$ cat src/design/rtte_pkg.sv
// Shared widths, register indexes and reset values for the RTT estimator.
// No dependencies.
package rtte_pkg;

    localparam int SAMPLE_W   = 48;
    localparam int TIME_OUT_W = 47;
    localparam int CNT_OUT_W  = 32;
    localparam int CFG_W      = 47;
    localparam int CFG_IDX_W  = 1;
    localparam int TDATA_W    = 176;   // 3 x 47 + 32 = 173, padded to whole bytes

    localparam logic [CFG_W-1:0]     MIN_DEADLINE_RST = 47'd1000000000;
    localparam logic [CFG_W-1:0]     MAX_DEADLINE_RST = 47'd30000000000;
    localparam logic [CNT_OUT_W-1:0] CNT_OUT_MAX      = '1;

    typedef enum logic [CFG_IDX_W-1:0] {
        REG_MIN_DEADLINE = 1'b0,
        REG_MAX_DEADLINE = 1'b1
    } cfg_reg_t;

endpackage

$ cat src/design/rtt_estimator_deadline_top.sv
// RTT estimator (smoothed RTT, variation, sample count) with deadline allowance.
// Depends on rtte_pkg.
//
//  channel | dir | handshake                     | payload
//  s_axis  | in  | s_axis_tvalid / s_axis_tready | tdata: rtt_sample
//  m_axis  | out | m_axis_tvalid / m_axis_tready | tdata: srtt, rttvar, allowance, count
//          |     |                               | tuser: sample_taken
//  cfg     | in  | cfg_we (no wait)              | cfg_index, cfg_data
//
// One item per cycle sustained while m_axis_tready stays high; the result is registered.
// Stages: input register (sample clamp), estimate update into state and a snapshot
// register, then allowance sum and clamp into the output register.
// Reset clears the estimates and count and loads the default deadline limits.
// A stalled output holds the pipeline back one stage at a time; empty stages still fill.
module rtt_estimator_deadline_top
    import rtte_pkg::*;
#(
    parameter int TIME_BITS  = 48,
    parameter int COUNT_BITS = 32
)(
    input  logic                    clk,
    input  logic                    rst_n,
    input  logic                    s_axis_tvalid,
    output logic                    s_axis_tready,
    input  logic [SAMPLE_W-1:0]     s_axis_tdata,   // [46:0] rtt_sample, [47] skip flag (sample taken when low)
    output logic                    m_axis_tvalid,
    input  logic                    m_axis_tready,
    output logic [TDATA_W-1:0]      m_axis_tdata,   // [46:0] smoothed_rtt,
                                                    // [93:47] rtt_variation,
                                                    // [140:94] deadline_allowance,
                                                    // [172:141] sample_count, rest zero
    output logic                    m_axis_tuser,   // [0] sample_taken
    input  logic                    cfg_we,
    input  logic [CFG_IDX_W-1:0]    cfg_index,
    input  logic [CFG_W-1:0]        cfg_data
);

    localparam int MW  = TIME_BITS - 1;                 // non-negative estimate width
    localparam int DW  = MW + 2;                        // signed difference width
    localparam int CW  = (TIME_BITS > SAMPLE_W) ? TIME_BITS : SAMPLE_W;
    localparam int BW  = MW + 3;                        // srtt + 4*rttvar
    localparam int AW  = (BW > CFG_W) ? BW : CFG_W;
    localparam int CXW = (COUNT_BITS > CNT_OUT_W) ? COUNT_BITS : CNT_OUT_W;
    localparam logic [CW-1:0] POS_MAX = CW'({MW{1'b1}});

    // configuration
    logic [CFG_W-1:0] min_reg, max_reg;

    always_ff @(posedge clk or negedge rst_n)
    begin
        if (!rst_n)
        begin
            min_reg <= MIN_DEADLINE_RST;
            max_reg <= MAX_DEADLINE_RST;
        end
        else if (cfg_we)
        begin
            unique case (cfg_reg_t'(cfg_index))
                REG_MIN_DEADLINE: min_reg <= cfg_data;
                REG_MAX_DEADLINE: max_reg <= cfg_data;
                default:          min_reg <= min_reg;
            endcase
        end
    end

    // handshake chain
    logic in_valid_reg, mid_valid_reg, out_valid_reg;
    logic c_ready, b_ready, a_ready;
    logic a_load, b_load, c_load;

    assign c_ready = !out_valid_reg || m_axis_tready;
    assign b_ready = !mid_valid_reg || c_ready;
    assign a_ready = !in_valid_reg || b_ready;
    assign s_axis_tready = a_ready;

    assign a_load = s_axis_tvalid && a_ready;
    assign b_load = in_valid_reg && b_ready;
    assign c_load = mid_valid_reg && c_ready;

    // stage A: sample clamp
    logic [CW-1:0] raw_ext, max_ext, limit, clamped;
    logic [MW-1:0] in_ns_reg;
    logic          in_taken_reg;

    always_comb
    begin
        raw_ext = CW'(s_axis_tdata[SAMPLE_W-2:0]);
        max_ext = CW'(max_reg);
        limit   = (max_ext > POS_MAX) ? POS_MAX : max_ext;
        clamped = (raw_ext > limit) ? limit : raw_ext;
    end

    always_ff @(posedge clk or negedge rst_n)
    begin
        if (!rst_n)
            in_valid_reg <= 1'b0;
        else if (a_ready)
            in_valid_reg <= s_axis_tvalid;
    end

    always_ff @(posedge clk)
    begin
        if (a_load)
        begin
            in_ns_reg    <= clamped[MW-1:0];
            in_taken_reg <= !s_axis_tdata[SAMPLE_W-1];
        end
    end

    // stage B: estimate update
    logic [MW-1:0]         srtt_reg, rttvar_reg, srtt_next, rttvar_next;
    logic [COUNT_BITS-1:0] cnt_reg, cnt_next;
    logic signed [DW-1:0]  diff, diff_b, dv, dv_b, q4, q8, v_sum, s_sum;
    logic [MW-1:0]         dev;

    always_comb
    begin
        diff   = $signed({2'b00, in_ns_reg}) - $signed({2'b00, srtt_reg});
        dev    = diff[DW-1] ? MW'(-diff) : diff[MW-1:0];
        dv     = $signed({2'b00, dev}) - $signed({2'b00, rttvar_reg});
        dv_b   = dv + (dv[DW-1] ? DW'(3) : DW'(0));
        q4     = dv_b >>> 2;
        diff_b = diff + (diff[DW-1] ? DW'(7) : DW'(0));
        q8     = diff_b >>> 3;
        v_sum  = $signed({2'b00, rttvar_reg}) + q4;
        s_sum  = $signed({2'b00, srtt_reg}) + q8;

        srtt_next   = srtt_reg;
        rttvar_next = rttvar_reg;
        cnt_next    = cnt_reg;
        if (in_taken_reg)
        begin
            if (cnt_reg == '0)
            begin
                srtt_next   = in_ns_reg;
                rttvar_next = in_ns_reg >> 1;
            end
            else
            begin
                srtt_next   = s_sum[MW-1:0];
                rttvar_next = v_sum[MW-1:0];
            end
            if (cnt_reg != '1)
                cnt_next = cnt_reg + COUNT_BITS'(1);
        end
    end

    logic [MW-1:0]         mid_srtt_reg, mid_rttvar_reg;
    logic [COUNT_BITS-1:0] mid_cnt_reg;
    logic                  mid_taken_reg;

    always_ff @(posedge clk or negedge rst_n)
    begin
        if (!rst_n)
        begin
            srtt_reg      <= '0;
            rttvar_reg    <= '0;
            cnt_reg       <= '0;
            mid_valid_reg <= 1'b0;
        end
        else
        begin
            if (b_load)
            begin
                srtt_reg   <= srtt_next;
                rttvar_reg <= rttvar_next;
                cnt_reg    <= cnt_next;
            end
            if (b_ready)
                mid_valid_reg <= in_valid_reg;
        end
    end

    always_ff @(posedge clk)
    begin
        if (b_load)
        begin
            mid_srtt_reg   <= srtt_next;
            mid_rttvar_reg <= rttvar_next;
            mid_cnt_reg    <= cnt_next;
            mid_taken_reg  <= in_taken_reg;
        end
    end

    // stage C: allowance and output register
    logic [AW-1:0]  base, min_ext, maxc_ext, allow, srtt_ext, rttvar_ext;
    logic [CXW-1:0] cnt_ext;
    logic [CNT_OUT_W-1:0] cnt_out;

    always_comb
    begin
        base       = AW'({2'b00, mid_srtt_reg}) + AW'({mid_rttvar_reg, 2'b00});
        min_ext    = AW'(min_reg);
        maxc_ext   = AW'(max_reg);
        srtt_ext   = AW'(mid_srtt_reg);
        rttvar_ext = AW'(mid_rttvar_reg);
        if (mid_cnt_reg == '0)
            allow = min_ext;
        else if (base <= min_ext)
            allow = min_ext;
        else if (base >= maxc_ext)
            allow = maxc_ext;
        else
            allow = base;
        cnt_ext = CXW'(mid_cnt_reg);
        cnt_out = (cnt_ext > CXW'(CNT_OUT_MAX)) ? CNT_OUT_MAX : cnt_ext[CNT_OUT_W-1:0];
    end

    logic [TDATA_W-1:0] out_data_reg;
    logic               out_taken_reg;

    always_ff @(posedge clk or negedge rst_n)
    begin
        if (!rst_n)
            out_valid_reg <= 1'b0;
        else if (c_ready)
            out_valid_reg <= mid_valid_reg;
    end

    always_ff @(posedge clk)
    begin
        if (c_load)
        begin
            out_data_reg  <= TDATA_W'({cnt_out, allow[TIME_OUT_W-1:0],
                                       rttvar_ext[TIME_OUT_W-1:0],
                                       srtt_ext[TIME_OUT_W-1:0]});
            out_taken_reg <= mid_taken_reg;
        end
    end

    assign m_axis_tvalid = out_valid_reg;
    assign m_axis_tdata  = out_data_reg;
    assign m_axis_tuser  = out_taken_reg;

    // checks
    a_first_half: assert property (@(posedge clk) disable iff (!rst_n)
        b_load && in_taken_reg && (cnt_reg == '0) |=>
            mid_rttvar_reg == (mid_srtt_reg >> 1))
        else $error("first sample did not set variation to half the estimate");

    a_count_mono: assert property (@(posedge clk) disable iff (!rst_n)
        1'b1 |=> cnt_reg >= $past(cnt_reg))
        else $error("sample count went backwards");

    a_taken_count: assert property (@(posedge clk) disable iff (!rst_n)
        out_valid_reg && out_taken_reg |-> out_data_reg[TDATA_W-4:3*TIME_OUT_W] != '0)
        else $error("folded sample reported with zero count");

    a_in_hold: assert property (@(posedge clk) disable iff (!rst_n)
        in_valid_reg && !b_ready |=> in_valid_reg && $stable(in_ns_reg))
        else $error("stalled item lost in the input stage");

endmodule
$ cat config.mk
export PLATFORM = sky130hd
export DESIGN_NAME = rtt_estimator_deadline_top
export DESIGN_NICKNAME = d
export VERILOG_FILES = /design/src/design/rtte_pkg.sv /design/src/design/rtt_estimator_deadline_top.sv
export SDC_FILE = /design/constraint.sdc
export NUM_CORES = 2
export LEC_CHECK = 0
export BUFFER_PORTS_ARGS = -buffer_cell sky130_fd_sc_hd__buf_4
export CAP_MARGIN = 10
export CORE_ASPECT_RATIO = 0.6
export CORE_MARGIN = 5
export CORE_UTILIZATION = 50
export CTS_CLUSTER_DIAMETER = 50
export DETAILED_ROUTE_END_ITERATION = 8
export GPL_TIMING_DRIVEN = 0
export PLACE_DENSITY_LB_ADDON = 0.08
export SETUP_SLACK_MARGIN = 0.1
export SYNTH_ARGS = -nofsm -noshare
export SYNTH_HDL_FRONTEND = slang
export SYNTH_SLANG_ARGS = --single-unit
export TNS_END_PERCENT = 50
$ cat constraint.sdc
create_clock -name clk -period 10.75 [get_ports clk]
set_clock_uncertainty 0.1 [all_clocks]
set_input_delay 1.075 -clock clk [delete_from_list [all_inputs] [get_ports clk]]
set_output_delay 1.075 -clock clk [all_outputs]
set_load 0.02 [all_outputs]
### Yosys cells after proc, flatten, opt, wreduce, memory -nomap -nowiden

Index checks and enable logic that the tools add are counted.

* flip-flop bits (word level): 572
* bits in latches: 0
* RAM bits: 0
* ROM bits: 0
* input bits: 101
* memories: 0

* add/sub/neg operators: 9
* multiply operators: 0
* divide/modulo/power cells: 0
* $lt $le $gt $ge: 4
* equal/unequal tests: 1
* shifts and indexed selects: 0
* mux-type cells: 13
* bitwise logic cells: 1
* reduce and logical (&&, ||, !) cells: 14

Operators by type and width (number)
* $mux 47: 9
* $sub 47x47->48: 2
* $logic_not 32->1: 2
* $mux 32: 2
* $add 47x49->50: 1
* $ge 50x47->1: 1
* $le 50x47->1: 1
* $add 48x3->49: 1
* $add 48x4->49: 1
* $add 47x46->47: 1
* $add 47x47->47: 1
* $gt 47x47->1: 1
* $neg 47->47: 1
* $add 32x1->32 const B: 1
* $gt 32x32->1 const B: 1
* $ne 32x32->1 const B: 1
* $logic_not 1->1: 4
* $reduce_and 2->1: 2
* $logic_and 1x1->1: 3
* $logic_or 1x1->1: 3
* $mux 3: 1
* $mux 2: 1
* $not 1->1: 1

### Depth between registers and ports, before layout

* depth after elaboration: 9
* mapped depth: 52
* depth with buffers taken out: 52

### Least setup slack after synthesis

Ideal clock, no wire load.

* kind: flip-flop to flip-flop
* start point: register in_ns_reg[0]
* end point: register mid_rttvar_reg[46], data pin
* library setup time: 257 ps
* arrival: 10375 ps
* required time: 10393 ps
* setup slack: 17 ps
* stages on the path, launching flop included: 52
* path buffers: 0
* clock period less this slack: 10733 ps
* cell sequence: edfxtp_1 > inv_1 > ha_1 > inv_1 > fa_1 > a211oi_2 > o21bai_1 > a21oi_1 > a21oi_1 > a21oi_1 > o21a_1 > xnor2_1 > or3_1 > or3_1 > or4_1 > nor4b_2 > nand3_1 > o31ai_1 > [16 not listed] > nor2_1 > nand2_1 > xnor2_1 > ha_1 > a21o_1 > a21o_1 > a21oi_1 > o21ai_0 > a21oi_1 > nor4_1 > nor4b_1 > o21ai_0 > a41oi_1 > o21ai_0 > a21oi_1 > xnor2_1 > nor3_1 > o2bb2ai_1

* longest elaborated chain between the ends: 9

RTL lines
* from (decl): RTL line rtt_estimator_deadline_top.sv:82 `logic [MW-1:0] in_ns_reg;`
* from (signal assigned): RTL line rtt_estimator_deadline_top.sv:105 `in_ns_reg <= clamped[MW-1:0];`
* $sub 47x47->48 *: RTL line rtt_estimator_deadline_top.sv:118 `diff = $signed({2'b00, in_ns_reg}) - $signed({2'b00, srtt_reg});`
* $neg 47->47: RTL line rtt_estimator_deadline_top.sv:119 `dev = diff[DW-1] ? MW'(-diff) : diff[MW-1:0];`
* $mux 47 *: RTL line rtt_estimator_deadline_top.sv:119
* $sub 47x47->48 *: RTL line rtt_estimator_deadline_top.sv:120 `dv = $signed({2'b00, dev}) - $signed({2'b00, rttvar_reg});`
* $mux 2: RTL line rtt_estimator_deadline_top.sv:121 `dv_b = dv + (dv[DW-1] ? DW'(3) : DW'(0));`
* $add 48x3->49 *: RTL line rtt_estimator_deadline_top.sv:121
* $add 47x47->47 *: RTL line rtt_estimator_deadline_top.sv:125 `v_sum = $signed({2'b00, rttvar_reg}) + q4;`
* $mux 47 *: RTL line rtt_estimator_deadline_top.sv:133 `if (cnt_reg == '0)`
* $mux 47 *: RTL line rtt_estimator_deadline_top.sv:131 `if (in_taken_reg)`
* via rttvar_next[46]: RTL line rtt_estimator_deadline_top.sv:111 `logic [MW-1:0] srtt_reg, rttvar_reg, srtt_next, rttvar_next;`
* to (signal assigned): RTL line rtt_estimator_deadline_top.sv:179 `mid_rttvar_reg <= rttvar_next;`
* to (decl): RTL line rtt_estimator_deadline_top.sv:148 `logic [MW-1:0] mid_srtt_reg, mid_rttvar_reg;`

Mark *: on every way through the listed nets, which the timed path passes. The rest lies on a longest branch.
A chain may end at the register's enable or synchronous reset.

### Worst setup path after layout

* start point: register in_ns_reg[0]
* end point: register mid_rttvar_reg[45], data pin

Same word-level chain as after synthesis.

==> parameters.txt <==
Parameter                              Value

CTS
  CTS Root Cell    sky130_fd_sc_hd__clkbuf_16
  H-tree levels    2
  Sinks on the clock net    572
  Worst-Skew Late Latency    640 ps
  Hold buffers post-CTS    0
  Number of clock buffers inserted by TritonCTS    53
  Clk pin slew, worst setup/hold paths    70 ps
  TritonCTS clock tree    built
  Maximum number of buffers from clock root to sink    3

Timing
  Period minus WS final    11790 ps
  Final Hold Violating Endpoints    0
  Slew margin rel.    0.0476
  Max-slew violation count    0
  Minimum setup slack in the final design    -1040 ps
  Slew of the pin with the lowest slew margin    1430 ps
  Maximum frequency from static timing analysis    84.8 MHz
  Setup repair after global routing missed its margin    true
  Post-route clock period utilization    1.10
  Number of setup violations in the final report    64

Outcome
  Run status    complete, but fails checks
  Failing checks    negative setup slack

Routing
  Remaining routing DRC violations    0
  Post-detailed-route via-to-cell ratio    6.00
  Initial detailed-routing violation count    3886
  DR pass1 iterations    6
  Routed Wire Length    151000 um
  Total via count after detailed routing    36700
  Remaining antenna violation count after routing    0
  Post-detailed-route wirelength per cell    24.6 um

Global routing
  First-pass GRT wire length    219000 um
  Global route overflow    0
  Maximum number of pins on one net before global-route repair    111
  Number of antenna violations at the first check in global routing    2
  Number of global-route vias before repair    34200
  Total track usage    0.325

Setup path
  Biggest fanout along the worst timing path    4
  Number of buffers and inverters on the critical path    6
  Start-to-end type of the worst setup path    reg2reg
  Critical Path Sink Type    flop
  CP top delay family    simple AND/OR/NAND/NOR gates
  Worst path slowest cell    sky130_fd_sc_hd__or4_4
  R2R setup slack    -1040 ps
  Critical Path Max Stage Delay    580 ps
  Critical path data required time    10980 ps
  Setup crit start kind    flop
  Arrival time of the worst setup path    12020 ps

Floorplanning
  Top-Level Pins    280
  Height of the die    234 um
  Die width    384 um
  Standard cell core area    83300 um2
  Area enclosed by the die boundary    89900 um2
  Number of standard-cell rows in the floorplan    82
  Initial Utilization    0.503

Place
  Estimated wirelength of the detail-placed design    120000 um
  Final RePlAce weighted congestion    0.968
  Worst setup slack before clock tree synthesis    -4840 ps
  # placed instances    5903
  Port buffer count    276

Cells and area
  Most used cells in the layout excluding fill and tap cells    sky130_fd_sc_hd__nand2_1 (406), sky130_fd_sc_hd__buf_4 (391), sky130_fd_sc_hd__ha_1 (373)
  Total area of multi-input combinational cells    25600 um2
  FILL cells    7407
  Fraction of layout instances using a drive strength above 1    0.183
  Area growth from synthesis to layout    19.1%
  Post-layout instance count excluding filler cells    6124
  Net count reported at finish    5426
  Register cell area after layout    16100 um2
  Max FFs per register    173
  Leading cell type in the layout, fill and taps excluded    sky130_fd_sc_hd__nand2_1

Worst hold path
  Type of the worst min-delay path    in2async

Yosys
  Sequential fraction of the synthesis area    0.384
  Most used flip-flop cell after synthesis    sky130_fd_sc_hd__edfxtp_1
  Unique cell type count in the Yosys netlist    99
  Synth Cell Area    41900 um2
  Async S/R FF share, synth    0.390
  Number of cells produced by synthesis    4482
  Post-synthesis area per instance    9.36 um2
  Number of synthesized flops with an enable pin    349
  FF+latch count, synth    572
  Yosys synthesis warning count    0

Flow run
  Max Cap Viol    0
==> worst register-to-register path, delay by kind of cell (launching register included) <==
family	cells	cell delay, ps
AO/OA/AOI/OAI	18	3630
multiplexers	1	270
AND/OR/NAND/NOR	19	4260
adder cells (fa/ha/maj)	5	1510
buffers and inverters	6	810
XOR/XNOR	4	500
flip-flops	1	400
==> timing repair <==
action / CTS / global route
pin swaps: 114 / 94
hold endpoints to repair: 0 / 0
endpoints found under the setup margin: 90 / 82
gates resized for setup: 240 / 113
setup buffers: 84 / 36
==> logic make-up after synthesis <==
logic type | synth area share
compound gates | 0.184
other cells | 0.0000894
buf+inv | 0.0402
xor+xnor | 0.0808
fa+ha+maj | 0.115
mux | 0.0527
flops | 0.384
simple gates | 0.143
==> path summary, 6_finish.rpt <==
check,from,to,cells past startpoint
max,in_ns_reg[0]$_DFFE_PP_,mid_rttvar_reg[45]$_DFFE_PP_,53
min reg2reg,mid_taken_reg$_DFFE_PP_,m_axis_tuser$_DFFE_PP_,0
min in group clk,mid_taken_reg$_DFFE_PP_,m_axis_tuser$_DFFE_PP_,0
min,rst_n,in_valid_reg$_DFFE_PN0N_,1
max in group asynchronous,rst_n,max_reg[42]$_DFFE_PN0P_,2
max reg2reg,in_ns_reg[0]$_DFFE_PP_,mid_rttvar_reg[45]$_DFFE_PP_,53
==> cell type report <==
type	count	area share
clock buffers	68	0.0298
repair buffers	406	0.0654
inverters	280	0.0211
plain buffers	159	0.0131
multi-input cells	3470	0.513
flip-flops and latches	572	0.322
clock inverters	32	0.00657
diodes	3	0.000150
well taps	1134	0.0284
==> cells in the mapped netlist (90+ instances only) <==
master	number	area [um2]
sky130_fd_sc_hd__clkbuf_1	131	492
sky130_fd_sc_hd__a21oi_1	385	1930
sky130_fd_sc_hd__xnor2_1	263	2300
sky130_fd_sc_hd__ha_1	378	4730
sky130_fd_sc_hd__edfxtp_1	349	10500
sky130_fd_sc_hd__nand4_1	90	563
sky130_fd_sc_hd__nand2_1	414	1550
sky130_fd_sc_hd__a21o_1	174	1310
sky130_fd_sc_hd__inv_1	279	1050
sky130_fd_sc_hd__mux2_2	102	1150
sky130_fd_sc_hd__nor2_1	286	1070
sky130_fd_sc_hd__o21ai_0	334	1670
sky130_fd_sc_hd__dfrtp_1	195	4880
sky130_fd_sc_hd__mux2i_1	106	1060
sky130_fd_sc_hd__nand3_1	93	465
sky130_fd_sc_hd__xor2_1	124	1090
==> routing by layer <==
layer | share of wire | routed length, um | global-route usage
met1 | 0.47 | 70600 | 0.483
met2 | 0.40 | 60700 | 0.462
met3 | 0.10 | 15200 | 0.0916
met4 | 0.029 | 4380 | 0.0886
met5 | 0.000053 | 8 | 0
==> per-stage QoR <==
step           utilization  hold slack (ps)  TNS [ps]  area [um2]
2_1_floorplan            -              300         0       42000
3_5_place_dp         0.548              322   -290490       45700
5_1_grt              0.599              142    -59320       49900
6_report             0.599              157    -33260       49900
3_3_place_gp         0.545              304   -360160       45400
4_1_cts              0.590              128    -14720       49200
Power is not shown: default switching activity piles up to over one toggle a cycle in this logic, so the estimate is an artifact.
